[src/hw/rtl/lbh_pkg.sv]
// Package for the lane-base column histogram block.
// Holds register codes, reset values, payload structs and the raster event struct.
// No dependencies.
`default_nettype none

package lbh_pkg;

  localparam int REG_W       = 12;
  localparam int BIN_COUNT_W = 5;
  localparam int COUNT_W     = 23;
  localparam int CFG_IDX_W   = 3;

  localparam logic [COUNT_W-1:0] COUNT_MAX = '1;

  // register indexes on the configuration port
  localparam logic [CFG_IDX_W-1:0] REG_FRAME_WIDTH  = 3'd0;
  localparam logic [CFG_IDX_W-1:0] REG_FRAME_HEIGHT = 3'd1;
  localparam logic [CFG_IDX_W-1:0] REG_BIN_COUNT    = 3'd2;
  localparam logic [CFG_IDX_W-1:0] REG_BIN_WIDTH    = 3'd3;
  localparam logic [CFG_IDX_W-1:0] REG_STRIP_HEIGHT = 3'd4;

  localparam logic [REG_W-1:0]       FRAME_WIDTH_RST  = 12'd800;
  localparam logic [REG_W-1:0]       FRAME_HEIGHT_RST = 12'd600;
  localparam logic [BIN_COUNT_W-1:0] BIN_COUNT_RST    = 5'd4;
  localparam logic [REG_W-1:0]       BIN_WIDTH_RST    = 12'd200;
  localparam logic [REG_W-1:0]       STRIP_HEIGHT_RST = 12'd50;

  typedef struct packed {
    logic [7:0] pixel_value;
  } pix_t;

  typedef struct packed {
    logic [3:0]         first_bin;
    logic [3:0]         second_bin;
    logic [11:0]        first_left_x;
    logic [11:0]        first_right_x;
    logic [11:0]        second_left_x;
    logic [11:0]        second_right_x;
    logic [10:0]        strip_top_y;
    logic [11:0]        strip_bottom_y;
    logic [COUNT_W-1:0] first_peak_count;
    logic [COUNT_W-1:0] second_peak_count;
  } res_t;

  // what the raster tracker says about the pixel at its position
  typedef struct packed {
    logic inc_req;
    logic frame_start;
    logic frame_end;
  } raster_evt_t;

endpackage

`default_nettype wire

[src/hw/rtl/lbh_stream_ifs.sv]
// Valid/ready stream interfaces for the pixel input and the result output.
// Depends on lbh_pkg for the payload structs.
`default_nettype none

interface lbh_pix_if;
  logic          valid;
  logic          ready;
  lbh_pkg::pix_t data;

  modport source (output valid, output data, input ready);
  modport sink   (input valid, input data, output ready);
endinterface

interface lbh_res_if;
  logic          valid;
  logic          ready;
  lbh_pkg::res_t data;

  modport source (output valid, output data, input ready);
  modport sink   (input valid, input data, output ready);
endinterface

`default_nettype wire

[src/hw/rtl/lane_base_histogram_two_peaks_unit.sv]
// Lane-base column histogram with two-peak pick: top level.
// Depends on lbh_pkg, lbh_stream_ifs, lbh_raster, lbh_bin_store, lbh_peak_pick.
//
// Usage:
//   pix carries one binary edge pixel per transfer, raster order. Nonzero pixels
//   in the bottom strip are counted per column bin in a small count memory.
//   Within a frame one pixel is taken every cycle; the increment is a
//   read-modify-write on the count memory with write-back forwarding.
//   After the last pixel of a frame, pix.ready drops while the memory is
//   drained and scanned one bin per cycle, then the result is loaded, once
//   the receiver has room; pix.ready returns together with res.valid. No
//   input is taken from the last pixel transfer until then.
//   res is a registered output; pixels of the next frame are taken while a
//   result waits. A stalled receiver only holds the block when the next
//   frame's result is ready to load and the previous one has not left.
//   The user writes configuration (cfg_we, cfg_idx, cfg_data) only while idle; the block does not check.
//   Reset (rst, synchronous) restores default registers, clears the raster
//   position and marks every bin empty; no memory clearing pass is needed.
`default_nettype none

module lane_base_histogram_two_peaks_unit #(
  parameter int MAX_BINS    = 16,
  parameter int MAX_COLUMNS = 2048,
  parameter int MAX_ROWS    = 2048
) (
  input  logic                            clk,
  input  logic                            rst,
  input  logic                            cfg_we,
  input  logic [lbh_pkg::CFG_IDX_W-1:0]   cfg_idx,
  input  logic [lbh_pkg::REG_W-1:0]       cfg_data,
  lbh_pix_if.sink                         pix,
  lbh_res_if.source                       res
);
  import lbh_pkg::*;

  localparam int XW  = $clog2(MAX_COLUMNS+1);
  localparam int YW  = $clog2(MAX_ROWS+1);
  localparam int BNW = $clog2(MAX_BINS+1);
  localparam int AW  = $clog2(MAX_BINS);

  typedef enum logic [3:0] {
    S_RUN   = 4'b0001,
    S_DRAIN = 4'b0010,
    S_SCAN  = 4'b0100,
    S_EMIT  = 4'b1000
  } state_t;

  state_t state, state_next;

  logic [REG_W-1:0]       frame_width, frame_height, bin_width, strip_height;
  logic [BIN_COUNT_W-1:0] bin_count;

  logic [XW-1:0]      fw_eff;
  logic [YW-1:0]      fh_eff, esh, top_y;
  logic [BNW-1:0]     nb_eff;
  logic [10:0]        top_y_out;
  logic [11:0]        bottom_y_out;

  raster_evt_t        evt;
  logic [AW-1:0]      bin_idx;
  logic               step, emit, can_load, scan_mode;
  logic [BNW-1:0]     scan_idx;
  logic               pv;
  logic [AW-1:0]      pidx;
  logic [COUNT_W-1:0] scan_value;

  // configuration registers
  always_ff @(posedge clk) begin
    if (rst) begin
      frame_width  <= FRAME_WIDTH_RST;
      frame_height <= FRAME_HEIGHT_RST;
      bin_count    <= BIN_COUNT_RST;
      bin_width    <= BIN_WIDTH_RST;
      strip_height <= STRIP_HEIGHT_RST;
    end else if (cfg_we) begin
      case (cfg_idx)
        REG_FRAME_WIDTH:  frame_width  <= cfg_data;
        REG_FRAME_HEIGHT: frame_height <= cfg_data;
        REG_BIN_COUNT:    bin_count    <= cfg_data[BIN_COUNT_W-1:0];
        REG_BIN_WIDTH:    bin_width    <= cfg_data;
        REG_STRIP_HEIGHT: strip_height <= cfg_data;
        default: ;
      endcase
    end
  end

  // clamped working values
  always_comb begin
    if (frame_width == '0) fw_eff = XW'(1);
    else if (32'(frame_width) > MAX_COLUMNS) fw_eff = XW'(MAX_COLUMNS);
    else fw_eff = XW'(frame_width);

    if (frame_height == '0) fh_eff = YW'(1);
    else if (32'(frame_height) > MAX_ROWS) fh_eff = YW'(MAX_ROWS);
    else fh_eff = YW'(frame_height);

    if (bin_count < BIN_COUNT_W'(2)) nb_eff = BNW'(2);
    else if (32'(bin_count) > MAX_BINS) nb_eff = BNW'(MAX_BINS);
    else nb_eff = BNW'(bin_count);

    if (32'(strip_height) > 32'(fh_eff)) esh = fh_eff;
    else esh = YW'(strip_height);
  end

  assign top_y        = fh_eff - esh;
  assign top_y_out    = (32'(top_y) > 32'd2047) ? 11'h7FF : 11'(top_y);
  assign bottom_y_out = 12'(fh_eff);

  assign pix.ready = (state == S_RUN);
  assign step      = pix.valid && pix.ready;
  assign scan_mode = (state == S_SCAN);

  always_comb begin
    state_next = state;
    emit       = 1'b0;
    case (state)
      S_RUN: begin
        if (step && evt.frame_end) state_next = S_DRAIN;
      end
      S_DRAIN: begin
        state_next = S_SCAN;
      end
      S_SCAN: begin
        if (pv && (BNW'(pidx) == nb_eff - 1'b1)) state_next = S_EMIT;
      end
      S_EMIT: begin
        if (can_load) begin
          emit       = 1'b1;
          state_next = S_RUN;
        end
      end
      default: state_next = S_RUN;
    endcase
  end

  always_ff @(posedge clk) begin
    if (rst) begin
      state    <= S_RUN;
      pv       <= 1'b0;
      scan_idx <= '0;
    end else begin
      state <= state_next;
      pv    <= scan_mode && (scan_idx < nb_eff);
      if (state == S_DRAIN) begin
        scan_idx <= '0;
      end else if (scan_mode && (scan_idx < nb_eff)) begin
        scan_idx <= scan_idx + 1'b1;
      end
    end
  end

  always_ff @(posedge clk) begin
    pidx <= scan_idx[AW-1:0];
  end

  lbh_raster #(
    .MAX_BINS    (MAX_BINS),
    .MAX_COLUMNS (MAX_COLUMNS),
    .MAX_ROWS    (MAX_ROWS)
  ) u_raster (
    .clk       (clk),
    .rst       (rst),
    .step      (step),
    .nonzero   (pix.data.pixel_value != '0),
    .fw_eff    (fw_eff),
    .fh_eff    (fh_eff),
    .top_y     (top_y),
    .nb_eff    (nb_eff),
    .bin_width (bin_width),
    .evt       (evt),
    .bin_idx   (bin_idx)
  );

  lbh_bin_store #(
    .MAX_BINS (MAX_BINS)
  ) u_store (
    .clk        (clk),
    .rst        (rst),
    .op_valid   (step),
    .evt        (evt),
    .op_bin     (bin_idx),
    .scan_mode  (scan_mode),
    .scan_addr  (scan_idx[AW-1:0]),
    .scan_value (scan_value)
  );

  lbh_peak_pick #(
    .MAX_BINS (MAX_BINS)
  ) u_pick (
    .clk          (clk),
    .rst          (rst),
    .pv           (pv),
    .pidx         (pidx),
    .value        (scan_value),
    .emit         (emit),
    .bin_width    (bin_width),
    .top_y_out    (top_y_out),
    .bottom_y_out (bottom_y_out),
    .can_load     (can_load),
    .res          (res)
  );

`ifndef SYNTHESIS
  a_frame_end_drains: assert property (@(posedge clk) disable iff (rst)
    (step && evt.frame_end) |=> (state == S_DRAIN))
    else $error("last pixel of frame did not start the drain");

  a_result_after_scan: assert property (@(posedge clk) disable iff (rst)
    $rose(res.valid) |-> $past(state == S_EMIT))
    else $error("result raised outside the load step");

  a_scan_in_range: assert property (@(posedge clk) disable iff (rst)
    pv |-> (BNW'(pidx) < nb_eff))
    else $error("peak scan past the last bin");
`endif

endmodule

`default_nettype wire

[src/hw/rtl/lbh_raster.sv]
// Raster position tracker: column, row, bin and column-in-bin counters.
// Flags frame start/end and whether the current pixel bumps a bin. Uses lbh_pkg.
`default_nettype none

module lbh_raster #(
  parameter int MAX_BINS    = 16,
  parameter int MAX_COLUMNS = 2048,
  parameter int MAX_ROWS    = 2048
) (
  input  logic                               clk,
  input  logic                               rst,
  input  logic                               step,
  input  logic                               nonzero,
  input  logic [$clog2(MAX_COLUMNS+1)-1:0]   fw_eff,
  input  logic [$clog2(MAX_ROWS+1)-1:0]      fh_eff,
  input  logic [$clog2(MAX_ROWS+1)-1:0]      top_y,
  input  logic [$clog2(MAX_BINS+1)-1:0]      nb_eff,
  input  logic [lbh_pkg::REG_W-1:0]          bin_width,
  output lbh_pkg::raster_evt_t               evt,
  output logic [$clog2(MAX_BINS)-1:0]        bin_idx
);
  import lbh_pkg::*;

  localparam int XW   = $clog2(MAX_COLUMNS+1);
  localparam int YW   = $clog2(MAX_ROWS+1);
  localparam int BNW  = $clog2(MAX_BINS+1);
  localparam int AW   = $clog2(MAX_BINS);
  localparam int CMPW = (XW + 1 > REG_W) ? XW + 1 : REG_W;

  logic [XW-1:0]   col, col_next, cib, cib_next;
  logic [YW-1:0]   row, row_next;
  logic [BNW-1:0]  cur, cur_next;
  logic [CMPW-1:0] cib_inc;
  logic            bin_done, row_done, frame_done, in_strip;

  assign cib_inc    = CMPW'(cib) + CMPW'(1);
  assign bin_done   = (bin_width != '0) && (cib_inc >= CMPW'(bin_width));
  assign row_done   = ({1'b0, col} + {{XW{1'b0}}, 1'b1}) >= {1'b0, fw_eff};
  assign frame_done = ({1'b0, row} + {{YW{1'b0}}, 1'b1}) >= {1'b0, fh_eff};
  assign in_strip   = (row >= top_y) && (row < fh_eff);

  assign evt.inc_req     = nonzero && in_strip && (bin_width != '0) && (cur < nb_eff);
  assign evt.frame_start = (row == '0) && (col == '0);
  assign evt.frame_end   = row_done && frame_done;
  assign bin_idx         = cur[AW-1:0];

  always_comb begin
    col_next = col + 1'b1;
    row_next = row;
    cib_next = cib + 1'b1;
    cur_next = cur;
    if (bin_done) begin
      cib_next = '0;
      if (cur != BNW'(MAX_BINS)) cur_next = cur + 1'b1;
    end
    if (row_done) begin
      col_next = '0;
      cib_next = '0;
      cur_next = '0;
      row_next = frame_done ? '0 : row + 1'b1;
    end
  end

  always_ff @(posedge clk) begin
    if (rst) begin
      col <= '0;
      row <= '0;
      cib <= '0;
      cur <= '0;
    end else if (step) begin
      col <= col_next;
      row <= row_next;
      cib <= cib_next;
      cur <= cur_next;
    end
  end

endmodule

`default_nettype wire

[src/hw/rtl/lbh_bin_store.sv]
// Bin count memory with registered read, read-modify-write increment,
// write-back forwarding and per-bin valid bits cleared at frame start. Uses lbh_pkg.
`default_nettype none

module lbh_bin_store #(
  parameter int MAX_BINS = 16
) (
  input  logic                            clk,
  input  logic                            rst,
  input  logic                            op_valid,
  input  lbh_pkg::raster_evt_t            evt,
  input  logic [$clog2(MAX_BINS)-1:0]     op_bin,
  input  logic                            scan_mode,
  input  logic [$clog2(MAX_BINS)-1:0]     scan_addr,
  output logic [lbh_pkg::COUNT_W-1:0]     scan_value
);
  import lbh_pkg::*;

  localparam int AW = $clog2(MAX_BINS);

  logic [COUNT_W-1:0]  mem [MAX_BINS];
  logic [COUNT_W-1:0]  rd_data;
  logic [AW-1:0]       rd_addr, rd_addr_q;
  logic [MAX_BINS-1:0] bin_valid;

  logic                s1_valid;
  logic [AW-1:0]       s1_bin;
  logic                wb_valid;
  logic [AW-1:0]       wb_bin;
  logic [COUNT_W-1:0]  wb_data;
  logic [COUNT_W-1:0]  base;
  logic                wr_en;

  assign rd_addr = scan_mode ? scan_addr : op_bin;

  // last write lands on the same edge as the next read, so forward it
  always_comb begin
    if (!bin_valid[s1_bin]) begin
      base = '0;
    end else if (wb_valid && (wb_bin == s1_bin)) begin
      base = wb_data;
    end else begin
      base = rd_data;
    end
  end

  assign wr_en      = s1_valid && (base != COUNT_MAX);
  assign scan_value = bin_valid[rd_addr_q] ? rd_data : '0;

  always_ff @(posedge clk) begin
    if (wr_en) mem[s1_bin] <= base + 1'b1;
    rd_data <= mem[rd_addr];
  end

  always_ff @(posedge clk) begin
    rd_addr_q <= rd_addr;
    s1_bin    <= op_bin;
    wb_bin    <= s1_bin;
    wb_data   <= base + 1'b1;
  end

  always_ff @(posedge clk) begin
    if (rst) begin
      s1_valid  <= 1'b0;
      wb_valid  <= 1'b0;
      bin_valid <= '0;
    end else begin
      s1_valid <= op_valid && evt.inc_req;
      wb_valid <= wr_en;
      if (op_valid && evt.frame_start) begin
        bin_valid <= '0;
      end else if (wr_en) begin
        bin_valid[s1_bin] <= 1'b1;
      end
    end
  end

`ifndef SYNTHESIS
  a_clear_when_drained: assert property (@(posedge clk) disable iff (rst)
    (op_valid && evt.frame_start) |-> (!s1_valid && !wb_valid))
    else $error("frame clear overlaps an increment in flight");

  a_write_marks_valid: assert property (@(posedge clk) disable iff (rst)
    wr_en |=> bin_valid[$past(s1_bin)])
    else $error("written bin not marked valid");

  a_scan_no_pixels: assert property (@(posedge clk) disable iff (rst)
    scan_mode |-> !op_valid)
    else $error("pixel transfer during peak scan");
`endif

endmodule

`default_nettype wire

[src/hw/rtl/lbh_peak_pick.sv]
// Two-peak scan over streamed bin counts, bound computation and result register.
// Depends on lbh_pkg and lbh_res_if.
`default_nettype none

module lbh_peak_pick #(
  parameter int MAX_BINS = 16
) (
  input  logic                            clk,
  input  logic                            rst,
  input  logic                            pv,
  input  logic [$clog2(MAX_BINS)-1:0]     pidx,
  input  logic [lbh_pkg::COUNT_W-1:0]     value,
  input  logic                            emit,
  input  logic [lbh_pkg::REG_W-1:0]       bin_width,
  input  logic [10:0]                     top_y_out,
  input  logic [11:0]                     bottom_y_out,
  output logic                            can_load,
  lbh_res_if.source                       res
);
  import lbh_pkg::*;

  localparam int AW = $clog2(MAX_BINS);
  localparam int PW = AW + REG_W + 1;

  logic [AW-1:0]      first, second;
  logic [COUNT_W-1:0] fc, sc;
  logic [PW-1:0]      f_left, f_right, s_left, s_right;

  always_ff @(posedge clk) begin
    if (pv) begin
      if (pidx == '0) begin
        first <= '0;
        fc    <= value;
      end else if (pidx == AW'(1)) begin
        // seed pair: bin 0 keeps first place on a tie
        if (fc >= value) begin
          second <= pidx;
          sc     <= value;
        end else begin
          first  <= pidx;
          fc     <= value;
          second <= first;
          sc     <= fc;
        end
      end else if (fc <= value) begin
        second <= first;
        sc     <= fc;
        first  <= pidx;
        fc     <= value;
      end else if (sc < value) begin
        second <= pidx;
        sc     <= value;
      end
    end
  end

  assign f_left  = PW'(first) * PW'(bin_width);
  assign f_right = f_left + PW'(bin_width);
  assign s_left  = PW'(second) * PW'(bin_width);
  assign s_right = s_left + PW'(bin_width);

  assign can_load = !res.valid || res.ready;

  always_ff @(posedge clk) begin
    if (rst) begin
      res.valid <= 1'b0;
    end else if (emit) begin
      res.valid <= 1'b1;
    end else if (res.ready) begin
      res.valid <= 1'b0;
    end
  end

  always_ff @(posedge clk) begin
    if (emit) begin
      res.data.first_bin         <= 4'(first);
      res.data.second_bin        <= 4'(second);
      res.data.first_left_x      <= (f_left  > PW'(12'hFFF)) ? 12'hFFF : f_left[11:0];
      res.data.first_right_x     <= (f_right > PW'(12'hFFF)) ? 12'hFFF : f_right[11:0];
      res.data.second_left_x     <= (s_left  > PW'(12'hFFF)) ? 12'hFFF : s_left[11:0];
      res.data.second_right_x    <= (s_right > PW'(12'hFFF)) ? 12'hFFF : s_right[11:0];
      res.data.strip_top_y       <= top_y_out;
      res.data.strip_bottom_y    <= bottom_y_out;
      res.data.first_peak_count  <= fc;
      res.data.second_peak_count <= sc;
    end
  end

endmodule

`default_nettype wire

[src/flat_wrapper.sv]
// flat-port wrapper written by rule: the top's interface ports become plain ports
module lane_base_histogram_two_peaks_unit_flat import lbh_pkg::*;
#(
  parameter int MAX_BINS    = 16,
  parameter int MAX_COLUMNS = 2048,
  parameter int MAX_ROWS    = 2048
)
  (clk, rst, cfg_we, cfg_idx, cfg_data, pix_valid, pix_data, pix_ready, res_valid, res_data, res_ready);
  lbh_pix_if pix_i ();
  lbh_res_if res_i ();
  input  logic clk;
  input  logic rst;
  input  logic cfg_we;
  input  logic [lbh_pkg::CFG_IDX_W-1:0] cfg_idx;
  input  logic [lbh_pkg::REG_W-1:0] cfg_data;
  input wire logic [$bits(pix_i.valid)-1:0] pix_valid;
  input wire logic [$bits(pix_i.data)-1:0] pix_data;
  output wire logic [$bits(pix_i.ready)-1:0] pix_ready;
  output wire logic [$bits(res_i.valid)-1:0] res_valid;
  output wire logic [$bits(res_i.data)-1:0] res_data;
  input wire logic [$bits(res_i.ready)-1:0] res_ready;
  assign pix_i.valid = pix_valid;
  assign pix_i.data = pix_data;
  assign pix_ready = pix_i.ready;
  assign res_valid = res_i.valid;
  assign res_data = res_i.data;
  assign res_i.ready = res_ready;
  lane_base_histogram_two_peaks_unit #(.MAX_BINS(MAX_BINS), .MAX_COLUMNS(MAX_COLUMNS), .MAX_ROWS(MAX_ROWS)) u_core (.clk(clk), .rst(rst), .cfg_we(cfg_we), .cfg_idx(cfg_idx), .cfg_data(cfg_data), .pix(pix_i), .res(res_i));
endmodule
[config.mk]
export PLATFORM = sky130hd
export DESIGN_NAME = lane_base_histogram_two_peaks_unit_flat
export DESIGN_NICKNAME = d
export VERILOG_FILES = /design/src/hw/rtl/lbh_pkg.sv /design/src/hw/rtl/lbh_stream_ifs.sv /design/src/hw/rtl/lane_base_histogram_two_peaks_unit.sv /design/src/hw/rtl/lbh_raster.sv /design/src/hw/rtl/lbh_bin_store.sv /design/src/hw/rtl/lbh_peak_pick.sv /design/src/flat_wrapper.sv
export SDC_FILE = /design/constraint.sdc
export NUM_CORES = 1
export LEC_CHECK = 0
export ABC_AREA = 1
export CELL_PAD_IN_SITES_DETAIL_PLACEMENT = 1
export CELL_PAD_IN_SITES_GLOBAL_PLACEMENT = 1
export CORE_UTILIZATION = 45
export DETAILED_ROUTE_END_ITERATION = 8
export DONT_BUFFER_PORTS = 1
export GPL_TIMING_DRIVEN = 0
export HOLD_SLACK_MARGIN = 0.02
export PLACE_DENSITY_LB_ADDON = 0.1
export SYNTH_ARGS = -nofsm -noshare
export SYNTH_HDL_FRONTEND = slang
export SYNTH_SLANG_ARGS = --single-unit
[constraint.sdc]
create_clock -name clk -period 21.5 [get_ports clk]
set_clock_uncertainty 0.1 [all_clocks]
set_input_delay 4.3 -clock clk [delete_from_list [all_inputs] [get_ports clk]]
set_output_delay 4.3 -clock clk [all_outputs]
set_load 0.05 [all_outputs]
==> results_dict.tcl <==
set metrics [dict create \
    ys_seq_elements 732 \
    cts_sinks 732 \
    tritoncts "built" \
    nFillCells 9031 \
    grtUsageTotal_pct 28.51 \
    p_clk_share_pct 45.8 \
    synthMuxAreaShare_pct 0 \
    clk_latency_ps 670 \
    rsz0062_at_grt "no" \
    drc 0 \
    synth_xor_area_share_pct 2.177 \
    status "finished, final reports clean" \
    io_buffers 0 \
    finalNetCount 4210 \
    path_clk_slew_ps 60 \
    via_per_inst 5.604 \
    vdd_ir_drop_max_v 0.00007272 \
    cts_root_buf "clkbuf_16" \
    drtPass1Iterations 5 \
    tightest_slew_ps 1463 \
    synth-compound-area-share_pct 11.32 \
    netSwitchingPower_uw 755.9 \
    routed_wirelength_um 119300 \
    fmax_mhz 137.6 \
    synth_cell_types 54 \
    p_comb_share_pct 6.6 \
    fp.dieH_um 288.8 \
    die_w_um 288.8 \
    start_util_pct 45.73 \
    slew_headroom_pct 2.329 \
    hold_viol_final 0 \
    async_flop_share_pct 0 \
    ctsHoldBuffers 0 \
    yosys.area_share.simple_pct 16.43 \
    dr_total_vias 28364 \
    internal_power_uw 2438 \
    finalSetupViolCount 0 \
    reg2reg_from "u_core.frame_height[4]" \
    ctsLongestPathBuffers 3 \
    cts_setup_buffers 0 \
    synth_enable_flop_cells 547 \
    layout.cells.non_filler 5061 \
    hold_path_startpoint "u_core.u_store.s1_bin[1]" \
    grt_pass1_vias 29368 \
    holdCritPathClass "flip-flop to flip-flop" \
    p_leak_uw 0.01736 \
    maxSlewViolCount 0 \
    syn_inst 3814 \
    startpoint "res_ready" \
    drt_iter0_drc 1927 \
    design.die.area_mm2 0.08341 \
    diodes 0 \
    post_cts_resized 0 \
    cts_buffers 82 \
    avgSynthCellArea_um2 9.705 \
    hpwlAfterDp_um 86900 \
    synth_area_mm2 0.03702 \
    start_kind "input pin" \
    worst-path-max-fanout 11 \
    antenna_found_initial 1 \
    routedWlPerCell_um 23.57 \
    critPathArrivalTime_ps 7530 \
    yosys_warnings 0 \
    cp-end-kind "flip-flop" \
    cp.required_ps 21760 \
    final_antenna_net_count 0 \
    yosysSeqAreaShare_pct 54.38 \
    area_delta_synth_final_pct 12.86 \
    core_area_mm2 0.08094 \
    place_congestion 0.8827 \
    grt_pass1_wl_um 178600 \
    p_seq_share_pct 47.6 \
    drv_cap 0 \
    synth_fa_ha_area_share_pct 9.322 \
    layout-drive-gt1-share_pct 6.898 \
    h-tree-depth 3 \
    pin_count 155 \
    cellPowerDensity_mw_per_mm2 76.44 \
    hold_slack_ps 290.4 \
    synth_top_family_by_area "simple AND/OR/NAND/NOR gates" \
    synth_ff_type "edfxtp_1" \
    grt_max_degree 24 \
    fin_crit_sh_pct 33.81 \
    min_period_ps 7269 \
    synth_fp_nets 4092 \
    dp.cells 4904 \
    swShare_pct 23.67 \
    overflow 0 \
    core.rowCount 104 \
    critical_path_class "input pin to flip-flop" \
]
power groups by stage:
stage	clock network, uW	registers, uW	logic [uW]
after global placement	0	1550	205
final	1460	1520	210
after detailed placement	0	1550	211
after CTS	1480	1520	213
after floorplan	0	1550	157
after global routing	1530	1520	240
cells by family after synthesis:
kind of cell	count (synthesis)
and+or+nand+nor	1415
DFF	732
xor gates and xnor gates	92
buffers and inverters	608
AOI/OAI and AO/OA	717
adders and majority gates	250
worst max-delay path: stages:
cell and delay, ps:
nor2_1 70, nor4_2 790, buf_4 320, buf_4 190, buf_4 190, buf_4 210, buf_4 210, buf_4 210
buf_4 200, buf_4 200, buf_4 200, buf_4 210, buf_4 190
placed cells by master, fill, tap and decap left out, types with 8 or more instances in the layout:
cell,synthesis,routed
inv_1,432,431
xor2_1,66,59
nand3_1,143,143
bufinv_16,0,8
clkbuf_1,128,141
nor4_1,21,19
clkinv_1,4,12
nand3b_1,15,15
buf_8,0,8
clkbuf_8,0,8
nand4_1,69,69
dfxtp_1,185,185
nand2_2,14,14
ha_1,207,207
o221ai_1,69,69
nor2_2,9,9
clkbuf_16,0,83
fa_1,43,43
a21oi_1,204,202
buf_2,18,18
edfxtp_1,547,547
nor2_1,397,396
o21ai_1,9,9
o211ai_1,68,68
clkinv_2,0,18
inv_2,12,13
buf_4,3,20
xnor2_1,26,21
nor3_1,44,44
nand3_2,12,12
nand2_1,674,674
o22ai_1,27,27
o21ai_0,292,291
o21a_1,8,8
layer usage:
layer	GRT usage (%)	share of wire (%)	up-vias	routed length (um)
met3	3.850	4.6	241	5527
met1	34.95	41	14013	48870
met4	11.78	4.3	2	5182
li1	-	-	13362	-
met2	50.35	50	746	59690
met5	0	0.010	-	12
per-stage QoR:
step	total power (uW)	setup WS [ps]	setup TNS, ps	utilization (%)	instance area [um2]
global route	3291	14050	0	51.62	41780
floorplan	1704	4433	0	-	37020
global placement	1755	-1124	-135940	47.37	38340
finish	3193	14230	0	51.62	41780
CTS	3213	14230	0	51.48	41670
detailed placement	1761	13550	0	47.97	38830
path summary, 6_finish.rpt:
path | endpoint | slack (ps) | cells after the start
hold / removal | u_core.u_store.wb_bin[1] | 290 | 0
setup / recovery | u_core.u_pick.res.data[24] | 14230 | 13
hold reg to reg | u_core.u_store.wb_bin[1] | 290 | 0
setup reg to reg | u_core.u_store.s1_valid | 14830 | 36
area by class of cell:
cell class              instances  area, um2  area share, %
repair buffers                 34      464.2          1.111
plain buffers                 160      679.4          1.626
clock buffers                 105       2241          5.364
clock inverters                48      600.6          1.438
multi-input cells            2474      14660          35.08
well taps                    1060       1326          3.175
inverters                     448       1682          4.025
flip-flops and latches        732      20130          48.18
synthesized netlist by cell type (7+ instances only):
cell type,count,area [um2]
nand2_1,674,2530
edfxtp_1,547,16430
inv_1,432,1622
nor2_1,397,1490
o21ai_0,292,1461
ha_1,207,2590
a21oi_1,204,1021
dfxtp_1,185,3704
nand3_1,143,715.7
clkbuf_1,128,480.5
nand4_1,69,431.7
o221ai_1,69,604.3
o211ai_1,68,510.5
xor2_1,66,578.1
nor3_1,44,220.2
fa_1,43,860.8
o22ai_1,27,168.9
xnor2_1,26,227.7
nor4_1,21,131.4
buf_2,18,90.09
nand3b_1,15,112.6
nand2_2,14,87.58
inv_2,12,45.04
nand3_2,12,120.1
nor2_2,9,56.30
o21ai_1,9,45.04
o21a_1,8,60.06
a211oi_1,7,52.55
registers in the layout, indices dropped and copies added, names as in the netlist, 12 cells and up:
| name | count |
|---|---|
| u_core.u_store.mem | 368 |
| u_core.u_pick.res.data | 125 |
| u_core.u_pick.fc | 23 |
| u_core.u_pick.sc | 23 |
| u_core.u_store.rd_data | 23 |
| u_core.u_store.wb_data | 23 |
| u_core.u_store.bin_valid | 16 |
| u_core.bin_width | 12 |
| u_core.frame_height | 12 |
| u_core.frame_width | 12 |
| u_core.strip_height | 12 |
| u_core.u_raster.cib | 12 |
| u_core.u_raster.col | 12 |
| u_core.u_raster.row | 12 |
No activity file was read; power rests on OpenSTA's default activity.
